==> src/design/poi_pkg.sv <==
`timescale 1ns / 1ps
package poi_pkg;

  localparam int POS_WIDTH_DEF    = 48;
  localparam int ANGLE_WIDTH_DEF  = 32;
  localparam int CORDIC_STEPS_DEF = 24;

  localparam logic [31:0] CORDIC_GAIN = 32'd652032874;
  localparam logic [31:0] YAW_SCALE   = 32'd2935890503;

  localparam logic OP_INTEGRATE = 1'b0;
  localparam logic OP_RESET     = 1'b1;

  typedef struct packed {
    logic        operation;
    logic [15:0] vel_x;
    logic [15:0] vel_y;
    logic [15:0] yaw_rate;
    logic [15:0] step_us;
  } in_item_t;

  typedef struct packed {
    logic [47:0] pos_x;
    logic [47:0] pos_y;
    logic [31:0] heading;
    logic        updated;
  } out_item_t;

  function automatic logic [31:0] atan_entry(input logic [4:0] i);
    logic [31:0] r;
    begin
      case (i)
        5'd0:  r = 32'd536870912;
        5'd1:  r = 32'd316933406;
        5'd2:  r = 32'd167458907;
        5'd3:  r = 32'd85004756;
        5'd4:  r = 32'd42667331;
        5'd5:  r = 32'd21354465;
        5'd6:  r = 32'd10679838;
        5'd7:  r = 32'd5340245;
        5'd8:  r = 32'd2670163;
        5'd9:  r = 32'd1335087;
        5'd10: r = 32'd667544;
        5'd11: r = 32'd333772;
        5'd12: r = 32'd166886;
        5'd13: r = 32'd83443;
        5'd14: r = 32'd41722;
        5'd15: r = 32'd20861;
        5'd16: r = 32'd10430;
        5'd17: r = 32'd5215;
        5'd18: r = 32'd2608;
        5'd19: r = 32'd1304;
        5'd20: r = 32'd652;
        5'd21: r = 32'd326;
        5'd22: r = 32'd163;
        5'd23: r = 32'd81;
        5'd24: r = 32'd41;
        5'd25: r = 32'd20;
        5'd26: r = 32'd10;
        5'd27: r = 32'd5;
        5'd28: r = 32'd3;
        5'd29: r = 32'd1;
        5'd30: r = 32'd1;
        default: r = 32'd0;
      endcase
      return r;
    end
  endfunction

endpackage

==> src/design/poi_stream_if.sv <==
`timescale 1ns / 1ps
interface poi_stream_if #(
  parameter type payload_t = logic
);
  logic     valid;
  logic     ready;
  payload_t payload;

  modport source (output valid, output payload, input ready);
  modport sink (input valid, input payload, output ready);
endinterface

==> src/design/poi_serial_mul.sv <==
`timescale 1ns / 1ps
module poi_serial_mul #(
  parameter int AW = 32,
  parameter int BW = 32
) (
  input  logic                  clk,
  input  logic                  rst,
  input  logic                  start,
  input  logic [AW-1:0]         a,
  input  logic [BW-1:0]         b,
  output logic                  done,
  output logic [AW+BW-1:0]      prod
);
  localparam int CW = $clog2(BW + 1);

  logic [AW+BW-1:0] acc;
  logic [BW-1:0]    mult;
  logic [AW+BW-1:0] mcand;
  logic [CW-1:0]    count;
  logic             busy;

  assign prod = acc;

  always_ff @(posedge clk) begin
    done <= 1'b0;
    if (rst) begin
      busy <= 1'b0;
    end else if (start) begin
      busy  <= 1'b1;
      acc   <= '0;
      mult  <= b;
      mcand <= {{BW{1'b0}}, a};
      count <= CW'(BW);
    end else if (busy) begin
      if (mult[0]) begin
        acc <= acc + mcand;
      end
      mult  <= mult >> 1;
      mcand <= mcand << 1;
      count <= count - 1'b1;
      if (count == CW'(1)) begin
        busy <= 1'b0;
        done <= 1'b1;
      end
    end
  end
endmodule

==> src/design/planar_odometry_integrator_top.sv <==
`timescale 1ns / 1ps
// Dead-reckoning pose integrator. One transaction at a time. An integrate
// transaction with nonzero step keeps the input busy after acceptance while
// the CORDIC iterates one rotation a cycle, then one shift-add multiplier works
// bit-serially through eight products (velocity by cosine and sine, then the
// rotated velocity by step, then yaw by step and scale), and then saturation,
// pose update, result load and return to idle follow in turn. Reset or zero
// step transactions keep the input busy through result load and return to idle.
// A result still waiting at the output holds the next one back until it is taken.
module planar_odometry_integrator_top #(
  parameter int POS_WIDTH    = poi_pkg::POS_WIDTH_DEF,
  parameter int ANGLE_WIDTH  = poi_pkg::ANGLE_WIDTH_DEF,
  parameter int CORDIC_STEPS = poi_pkg::CORDIC_STEPS_DEF
) (
  input logic clk,
  input logic rst,
  poi_stream_if.sink   in_ch,
  poi_stream_if.source out_ch
);
  localparam int SW = $clog2(CORDIC_STEPS + 1);
  localparam int PW = POS_WIDTH;

  typedef enum logic [7:0] {
    S_IDLE  = 8'b00000001,
    S_CORD  = 8'b00000010,
    S_MUL   = 8'b00000100,
    S_WAIT  = 8'b00001000,
    S_POS   = 8'b00010000,
    S_YAW   = 8'b00100000,
    S_DONE  = 8'b01000000,
    S_OUT   = 8'b10000000
  } state_t;

  state_t state;
  poi_pkg::in_item_t item;

  logic [PW-1:0]          x_pos, y_pos;
  logic [ANGLE_WIDTH-1:0] heading_angle;
  logic                   changed;

  logic signed [33:0] cx, cy;
  logic signed [33:0] cz;
  logic [SW-1:0]      step;
  logic [1:0]         quad;
  logic signed [33:0] cosv, sinv;

  // multiply sequencing
  logic [2:0]  mstep;
  logic        mstart, mdone;
  logic [47:0] ma;
  logic [32:0] mb;
  logic [80:0] mprod;
  logic signed [63:0] t_xc, t_ys, t_xs;
  logic signed [63:0] dxp, dyp;
  logic [80:0] yaw_mag;

  poi_serial_mul #(.AW(48), .BW(33)) u_mul (
    .clk(clk), .rst(rst), .start(mstart), .a(ma), .b(mb), .done(mdone), .prod(mprod)
  );

  logic [47:0] a_abs;
  logic        a_neg;
  logic [32:0] b_abs;
  logic        b_neg;
  logic signed [48:0] a_src;
  logic signed [33:0] b_src;

  always_comb begin
    a_src = '0;
    b_src = '0;
    case (mstep)
      3'd0: begin a_src = 49'(signed'(item.vel_x)); b_src = cosv; end
      3'd1: begin a_src = 49'(signed'(item.vel_y)); b_src = sinv; end
      3'd2: begin a_src = 49'(signed'(item.vel_x)); b_src = sinv; end
      3'd3: begin a_src = 49'(signed'(item.vel_y)); b_src = cosv; end
      3'd4: begin a_src = 49'(dxp); b_src = 34'(item.step_us); end
      3'd5: begin a_src = 49'(dyp); b_src = 34'(item.step_us); end
      3'd6: begin
        a_src = 49'(item.yaw_rate[15] ? -signed'(item.yaw_rate) : signed'(item.yaw_rate));
        b_src = 34'(item.step_us);
      end
      default: begin a_src = 49'(yaw_mag[47:0]); b_src = 34'(poi_pkg::YAW_SCALE); end
    endcase
    a_neg = a_src[48];
    a_abs = a_neg ? 48'(-a_src) : a_src[47:0];
    b_neg = b_src[33];
    b_abs = b_neg ? 33'(-b_src) : b_src[32:0];
    ma = a_abs;
    mb = b_abs;
  end

  logic sgn_r;
  logic signed [81:0] sprod;
  assign sprod = sgn_r ? -$signed({1'b0, mprod}) : $signed({1'b0, mprod});

  // rounding and saturation
  function automatic logic signed [PW+1:0] rnd(input logic signed [81:0] p);
    logic [81:0] m;
    logic [81:0] r;
    logic signed [PW+1:0] q;
    begin
      m = p[81] ? 82'(-p) : p;
      r = (m + (82'd1 << 29)) >> 30;
      q = (PW + 2)'(r);
      if (r > 82'((82'd1 << PW) - 1)) q = (PW + 2)'(82'd1 << PW);
      return p[81] ? -q : q;
    end
  endfunction

  function automatic logic [PW-1:0] sat(input logic [PW-1:0] pos,
                                         input logic signed [PW+1:0] d);
    logic signed [PW+1:0] s;
    logic signed [PW+1:0] hi, lo;
    begin
      hi = (PW + 2)'((82'd1 << (PW - 1)) - 1);
      lo = -hi - 1;
      s = $signed({{2{pos[PW-1]}}, pos}) + d;
      if (s > hi) s = hi;
      if (s < lo) s = lo;
      return s[PW-1:0];
    end
  endfunction

  logic signed [PW+1:0] dx_r, dy_r;
  logic [PW-1:0] nx, ny;
  logic [ANGLE_WIDTH-1:0] nh;
  logic [63:0] dq;
  localparam int SH = 64 - ANGLE_WIDTH;

  always_comb begin
    dq = 64'((yaw_mag + (81'd1 << (SH - 1))) >> SH);
    if (item.yaw_rate[15]) begin
      dq = -dq;
    end
    nh = heading_angle + dq[ANGLE_WIDTH-1:0];
  end

  assign in_ch.ready = (state == S_IDLE);

  logic [31:0] a32;
  always_comb begin
    a32 = (32'(heading_angle) << (32 - ANGLE_WIDTH)) + 32'h2000_0000;
  end

  always_ff @(posedge clk) begin
    mstart <= 1'b0;
    if (rst) begin
      state         <= S_IDLE;
      x_pos         <= '0;
      y_pos         <= '0;
      heading_angle <= '0;
      out_ch.valid  <= 1'b0;
    end else begin
      if (out_ch.valid && out_ch.ready) begin
        out_ch.valid <= 1'b0;
      end
      unique case (state)
        S_IDLE: begin
          if (in_ch.valid) begin
            item <= in_ch.payload;
            if (in_ch.payload.operation == poi_pkg::OP_RESET) begin
              changed       <= (x_pos != '0) || (y_pos != '0) || (heading_angle != '0);
              x_pos         <= '0;
              y_pos         <= '0;
              heading_angle <= '0;
              state         <= S_DONE;
            end else if (in_ch.payload.step_us == 16'd0) begin
              changed <= 1'b0;
              state   <= S_DONE;
            end else begin
              quad  <= a32[31:30];
              cz    <= 34'($signed({1'b0, a32[29:0]})) - 34'sh2000_0000;
              cx    <= 34'(poi_pkg::CORDIC_GAIN);
              cy    <= '0;
              step  <= '0;
              state <= S_CORD;
            end
          end
        end
        S_CORD: begin
          if (step == SW'(CORDIC_STEPS)) begin
            case (quad)
              2'd0: begin cosv <= cx;  sinv <= cy;  end
              2'd1: begin cosv <= -cy; sinv <= cx;  end
              2'd2: begin cosv <= -cx; sinv <= -cy; end
              default: begin cosv <= cy; sinv <= -cx; end
            endcase
            mstep <= 3'd0;
            state <= S_MUL;
          end else begin
            if (!cz[33]) begin
              cx <= cx - (cy >>> step);
              cy <= cy + (cx >>> step);
              cz <= cz - 34'(poi_pkg::atan_entry(5'(step)));
            end else begin
              cx <= cx + (cy >>> step);
              cy <= cy - (cx >>> step);
              cz <= cz + 34'(poi_pkg::atan_entry(5'(step)));
            end
            step <= step + 1'b1;
          end
        end
        S_MUL: begin
          sgn_r  <= a_neg ^ b_neg;
          mstart <= 1'b1;
          state  <= S_WAIT;
        end
        S_WAIT: begin
          if (mdone) begin
            case (mstep)
              3'd0: t_xc <= 64'(sprod);
              3'd1: t_ys <= 64'(sprod);
              3'd2: t_xs <= 64'(sprod);
              3'd3: begin
                dxp <= t_xc - t_ys;
                dyp <= t_xs + 64'(sprod);
              end
              3'd4: dx_r <= rnd(sprod);
              3'd5: dy_r <= rnd(sprod);
              default: yaw_mag <= mprod;
            endcase
            if (mstep == 3'd7) begin
              state <= S_POS;
            end else begin
              mstep <= mstep + 1'b1;
              state <= S_MUL;
            end
          end
        end
        S_POS: begin
          nx    <= sat(x_pos, dx_r);
          ny    <= sat(y_pos, dy_r);
          state <= S_YAW;
        end
        S_YAW: begin
          changed       <= (nx != x_pos) || (ny != y_pos) || (nh != heading_angle);
          x_pos         <= nx;
          y_pos         <= ny;
          heading_angle <= nh;
          state         <= S_DONE;
        end
        S_DONE: begin
          if (!out_ch.valid) begin
            out_ch.valid           <= 1'b1;
            out_ch.payload.pos_x   <= 48'($signed(x_pos));
            out_ch.payload.pos_y   <= 48'($signed(y_pos));
            out_ch.payload.heading <= 32'(heading_angle);
            out_ch.payload.updated <= changed;
            state                  <= S_OUT;
          end
        end
        S_OUT: begin
          state <= S_IDLE;
        end
        default: state <= S_IDLE;
      endcase
    end
  end
endmodule

==> src/flat_wrapper.sv <==
// flat-port wrapper written by rule: the top's interface ports become plain ports
module planar_odometry_integrator_top_flat 
#(
  parameter int POS_WIDTH    = poi_pkg::POS_WIDTH_DEF,
  parameter int ANGLE_WIDTH  = poi_pkg::ANGLE_WIDTH_DEF,
  parameter int CORDIC_STEPS = poi_pkg::CORDIC_STEPS_DEF
)
  (clk, rst, in_ch_valid, in_ch_payload, in_ch_ready, out_ch_valid, out_ch_payload, out_ch_ready);
  poi_stream_if #(.payload_t(poi_pkg::in_item_t)) in_ch_i ();
  poi_stream_if #(.payload_t(poi_pkg::out_item_t)) out_ch_i ();
  input logic clk;
  input logic rst;
  input wire logic [$bits(in_ch_i.valid)-1:0] in_ch_valid;
  input wire logic [$bits(in_ch_i.payload)-1:0] in_ch_payload;
  output wire logic [$bits(in_ch_i.ready)-1:0] in_ch_ready;
  output wire logic [$bits(out_ch_i.valid)-1:0] out_ch_valid;
  output wire logic [$bits(out_ch_i.payload)-1:0] out_ch_payload;
  input wire logic [$bits(out_ch_i.ready)-1:0] out_ch_ready;
  assign in_ch_i.valid = in_ch_valid;
  assign in_ch_i.payload = in_ch_payload;
  assign in_ch_ready = in_ch_i.ready;
  assign out_ch_valid = out_ch_i.valid;
  assign out_ch_payload = out_ch_i.payload;
  assign out_ch_i.ready = out_ch_ready;
  planar_odometry_integrator_top #(.POS_WIDTH(POS_WIDTH), .ANGLE_WIDTH(ANGLE_WIDTH), .CORDIC_STEPS(CORDIC_STEPS)) u_core (.clk(clk), .rst(rst), .in_ch(in_ch_i), .out_ch(out_ch_i));
endmodule
==> config.mk <==
export PLATFORM = sky130hd
export DESIGN_NAME = planar_odometry_integrator_top_flat
export DESIGN_NICKNAME = d
export VERILOG_FILES = /design/src/design/poi_pkg.sv /design/src/design/poi_stream_if.sv /design/src/design/poi_serial_mul.sv /design/src/design/planar_odometry_integrator_top.sv /design/src/flat_wrapper.sv
export SDC_FILE = /design/constraint.sdc
export NUM_CORES = 2
export LEC_CHECK = 0
export BUFFER_PORTS_ARGS = -buffer_cell sky130_fd_sc_hd__clkbuf_2
export CORE_ASPECT_RATIO = 0.6
export CORE_MARGIN = 2
export CORE_UTILIZATION = 28
export CTS_BUF_LIST = sky130_fd_sc_hd__clkbuf_4 sky130_fd_sc_hd__clkbuf_8
export CTS_CLUSTER_DIAMETER = 40
export DETAILED_ROUTE_END_ITERATION = 8
export PLACE_DENSITY_LB_ADDON = 0.08
export SLEW_MARGIN = 30
export SYNTH_ARGS = -nofsm -noshare
export SYNTH_HDL_FRONTEND = slang
export SYNTH_SLANG_ARGS = --single-unit
==> constraint.sdc <==
create_clock -name clk -period 10.2 [get_ports clk]
set_input_delay 1.02 -clock clk [delete_from_list [all_inputs] [get_ports clk]]
set_output_delay 1.02 -clock clk [all_outputs]
set_load 0.02 [all_outputs]
==> metrics.cfg <==
[status]
status = finished, final reports clean

[timing]
holdWs_ns = 0.155
fin_crit_sh_pct = 92.6
rsz0062_at_grt = false
slew_violations = 0
hold_violations = 0
clock-skew-final_ns = 0.0820
relSlewSlack_pct = 27.4
fmax_mhz = 106
fin_crit_ns = 9.45
setup_violations = 0
worst_pin_slew_ns = 1.08
setup_tns_ns = 0

[logic_synthesis]
async_flop_share_pct = 0
yosysWarnings = 0
synth_edf_count = 1081
ys_ff_latch = 1251
ys.flop_type = edfxtp_1
synth_area_sq_um = 84300
synthDistinctLibCells = 115
syn_avg_cell_area_sq_um = 9.72
syn-num-nets = 9190
syn_inst = 8676
seq_area_frac_synth_pct = 42.5

[setup_path]
cpPeakStageDelay_ns = 0.65
path_common_cell = buf_4
startpoint_type = flip-flop
endpoint_kind = flip-flop
arrival_ns = 10.21
startpoint = u_core.u_mul.prod[1]
worstPathRequired_ns = 10.96
crit_type = reg -> reg
cpMaxStageDelayCell = or4_4
reg2reg_from = u_core.u_mul.prod[1]
worstPathMaxFanout = 9

[grt]
track_usage_pct = 21.0
antenna_found_initial = 20
grt_pass1_vias = 66335
grt_max_degree = 130
grt_pass1_wl_mm = 478
gr-total-overflow = 0

[clocking]
clk_pin_slew_ns = 0.07
root_buffer = clkbuf_8
htreeDepth = 4
clk_path_buf_depth = 4
cts_buffers = 244
cts_tree = yes
clock_latency_ns = 1.05
clock_sinks = 1251

[pwr]
vdd.ir_drop.worst_mv = 0.101
power.density_cell_area_nw_per_um2 = 128
leakage_nw = 34.9

[finish]
regArea_sq_um = 35900
final_common_cell = edfxtp_1
utilization_pct = 32.0
drive_above_1_share_pct = 12.2
layout_common_cells = 1081 x edfxtp_1, 850 x nor2_1, 686 x nand2_1
final_nets = 9418
areaGrowthSynthToFinish_pct = 13.8
multi_input_area_sq_um = 46400
n_fill_cell = 30988

[place]
gp_congestion = 0.901
hpwl_mm = 254
io_buffer_count = 199

[hold_path]
hp-start = in_ch_payload[16]
hold_path_class = in -> reg

[routing]
vias = 70364
routedWlPerCell_microns = 25.2
routed_wl_mm = 331
drcViolationCount = 0
dr.pass1.iters = 7
drtIter0Drc = 6796
ant_nets = 0
viasPerCell = 5.36

[run]
maxCapViolations = 0

[floorplanning]
die-height_microns = 429
die-area_sq_um = 306000
core_sq_um = 300000
row_count = 156
pin_count = 200
start_util_pct = 28.1
die-width_microns = 713

[path summary, 6_finish.rpt]
check | slack (ns) | end | cells past startpoint
worst max register to register | 0.75 | u_core.dy_r[46] | 29
worst min-delay path | 0.15 | u_core.item[16] | 1
worst min register to register | 0.42 | u_core.out_ch.payload[0] | 0
worst max-delay path | 0.75 | u_core.dy_r[46] | 29
[routing by layer]
layer	track usage, %	wire [microns]
met1	35.8	183000
met2	25.7	117000
met3	4.68	26400
met4	3.08	4230
met5	0	0
[synth_stat cells, drive strengths merged, types with 16 or more instances]
| library cell | instances | area share, % |
|---|---|---|
| ha | 436 | 6.5 |
| mux2i | 66 | 0.78 |
| nor3 | 220 | 1.4 |
| a31oi | 108 | 0.82 |
| o31a | 23 | 0.24 |
| xnor2 | 626 | 6.5 |
| o31ai | 82 | 0.74 |
| a21boi | 22 | 0.20 |
| a21o | 151 | 1.3 |
| or2 | 59 | 0.44 |
| nor2b | 132 | 0.98 |
| nor3b | 18 | 0.17 |
| clkbuf | 332 | 1.5 |
| and3 | 95 | 0.70 |
| o2111ai | 21 | 0.23 |
| and4 | 31 | 0.32 |
| nor4 | 142 | 1.1 |
| dfxtp | 170 | 4.0 |
| or3 | 97 | 0.74 |
| a41oi | 28 | 0.29 |
| mux4 | 51 | 1.4 |
| a31o | 18 | 0.19 |
| buf | 66 | 0.36 |
| mux2 | 81 | 1.1 |
| nand3 | 206 | 1.2 |
| o21ai | 449 | 2.7 |
| a211oi | 64 | 0.58 |
| o21a | 81 | 0.72 |
| a22oi | 191 | 1.7 |
| o21bai | 55 | 0.49 |
| inv | 240 | 1.1 |
| edfxtp | 1081 | 38 |
| a222oi | 21 | 0.25 |
| a211o | 16 | 0.17 |
| nor2 | 857 | 3.8 |
| o211ai | 44 | 0.39 |
| nand2 | 689 | 3.1 |
| or4 | 48 | 0.47 |
| xor2 | 373 | 3.9 |
| a21oi | 639 | 3.8 |
| nand4 | 120 | 0.91 |
| and2 | 79 | 0.59 |
| nand2b | 87 | 0.65 |
| o41ai | 36 | 0.44 |
[worst max-delay path: cells and delay by family (launching register included)]
family                     cells  cell delay [ns]
AOI/OAI and AO/OA              9             2.97
xor gates and xnor gates       1             0.34
adders and majority gates      2             0.54
buffers and inverters          5             0.89
DFF                            1             0.53
and+or+nand+nor               12             3.92
[stage by stage]
| step | total power, mW | worst slack [ns] | instance area, sq um | std cells |
|---|---|---|---|---|
| finish | 12.3 | 0.752 | 96000 | 13138 |
| global route | 12.8 | 0.0242 | 96000 | 13130 |
| CTS | 12.5 | 0.429 | 95800 | 13124 |
| detailed placement | 6.72 | 0.513 | 90500 | 12683 |
| global placement | 6.72 | 0.495 | 90400 | 12683 |
| floorplan | 6.45 | 1.07 | 84300 | 8676 |
[final cells by class]
cell class	instances	share of cell area [%]
multi-input combinational	6787	48.3
sequential	1251	37.4
tap	4029	5.25
clock buffer	319	4.16
timing repair buffer	380	2.54
clock inverter	122	1.39
inverter	240	0.939
antenna	10	0.0261
[state kept, by name (all words and copies together), names as in the netlist, 48 cells and up, named ones only]
name                   cells
u_core.out_ch.payload    129
u_core.t_xc               49
u_core.dx_r               50
u_core.dyp                49
u_core.x_pos              48
u_core.dy_r               50
u_core.nx                 48
u_core.u_mul.mcand        81
u_core.y_pos              48
u_core.yaw_mag            64
u_core.t_ys               49
u_core.ny                 48
u_core.item               64
u_core.t_xs               49
u_core.u_mul.prod         81
u_core.dxp                49
[repair_timing]
item	4_1_cts	5_1_grt
buffers inserted	0	2
endpoints found under the setup margin	0	22
resized for setup	0	7
hold buffers	0	0
[power breakdown]
part	switching [mW]	total (mW)	internal, mW
clock	2.48	5.70	3.22
combinational	0.603	0.992	0.389
sequential	0.0681	5.62	5.55
total	3.15	12.3	9.17
[logic make-up (layout without fill, tap and decap cells)]
logic type / Yosys count / in the layout / synth area share, %
xor gates and xnor gates: 1001 / 1001 / 10.5
buffers and inverters: 638 / 1061 / 2.91
muxes: 198 / 198 / 3.23
and+or+nand+nor: 2937 / 2937 / 17.2
DFF: 1251 / 1251 / 42.5
adders and majority gates: 445 / 445 / 6.68
other: 0 / 10 / 0
AOI/OAI and AO/OA: 2206 / 2206 / 17.0
(Power assumes the default switching activity.)
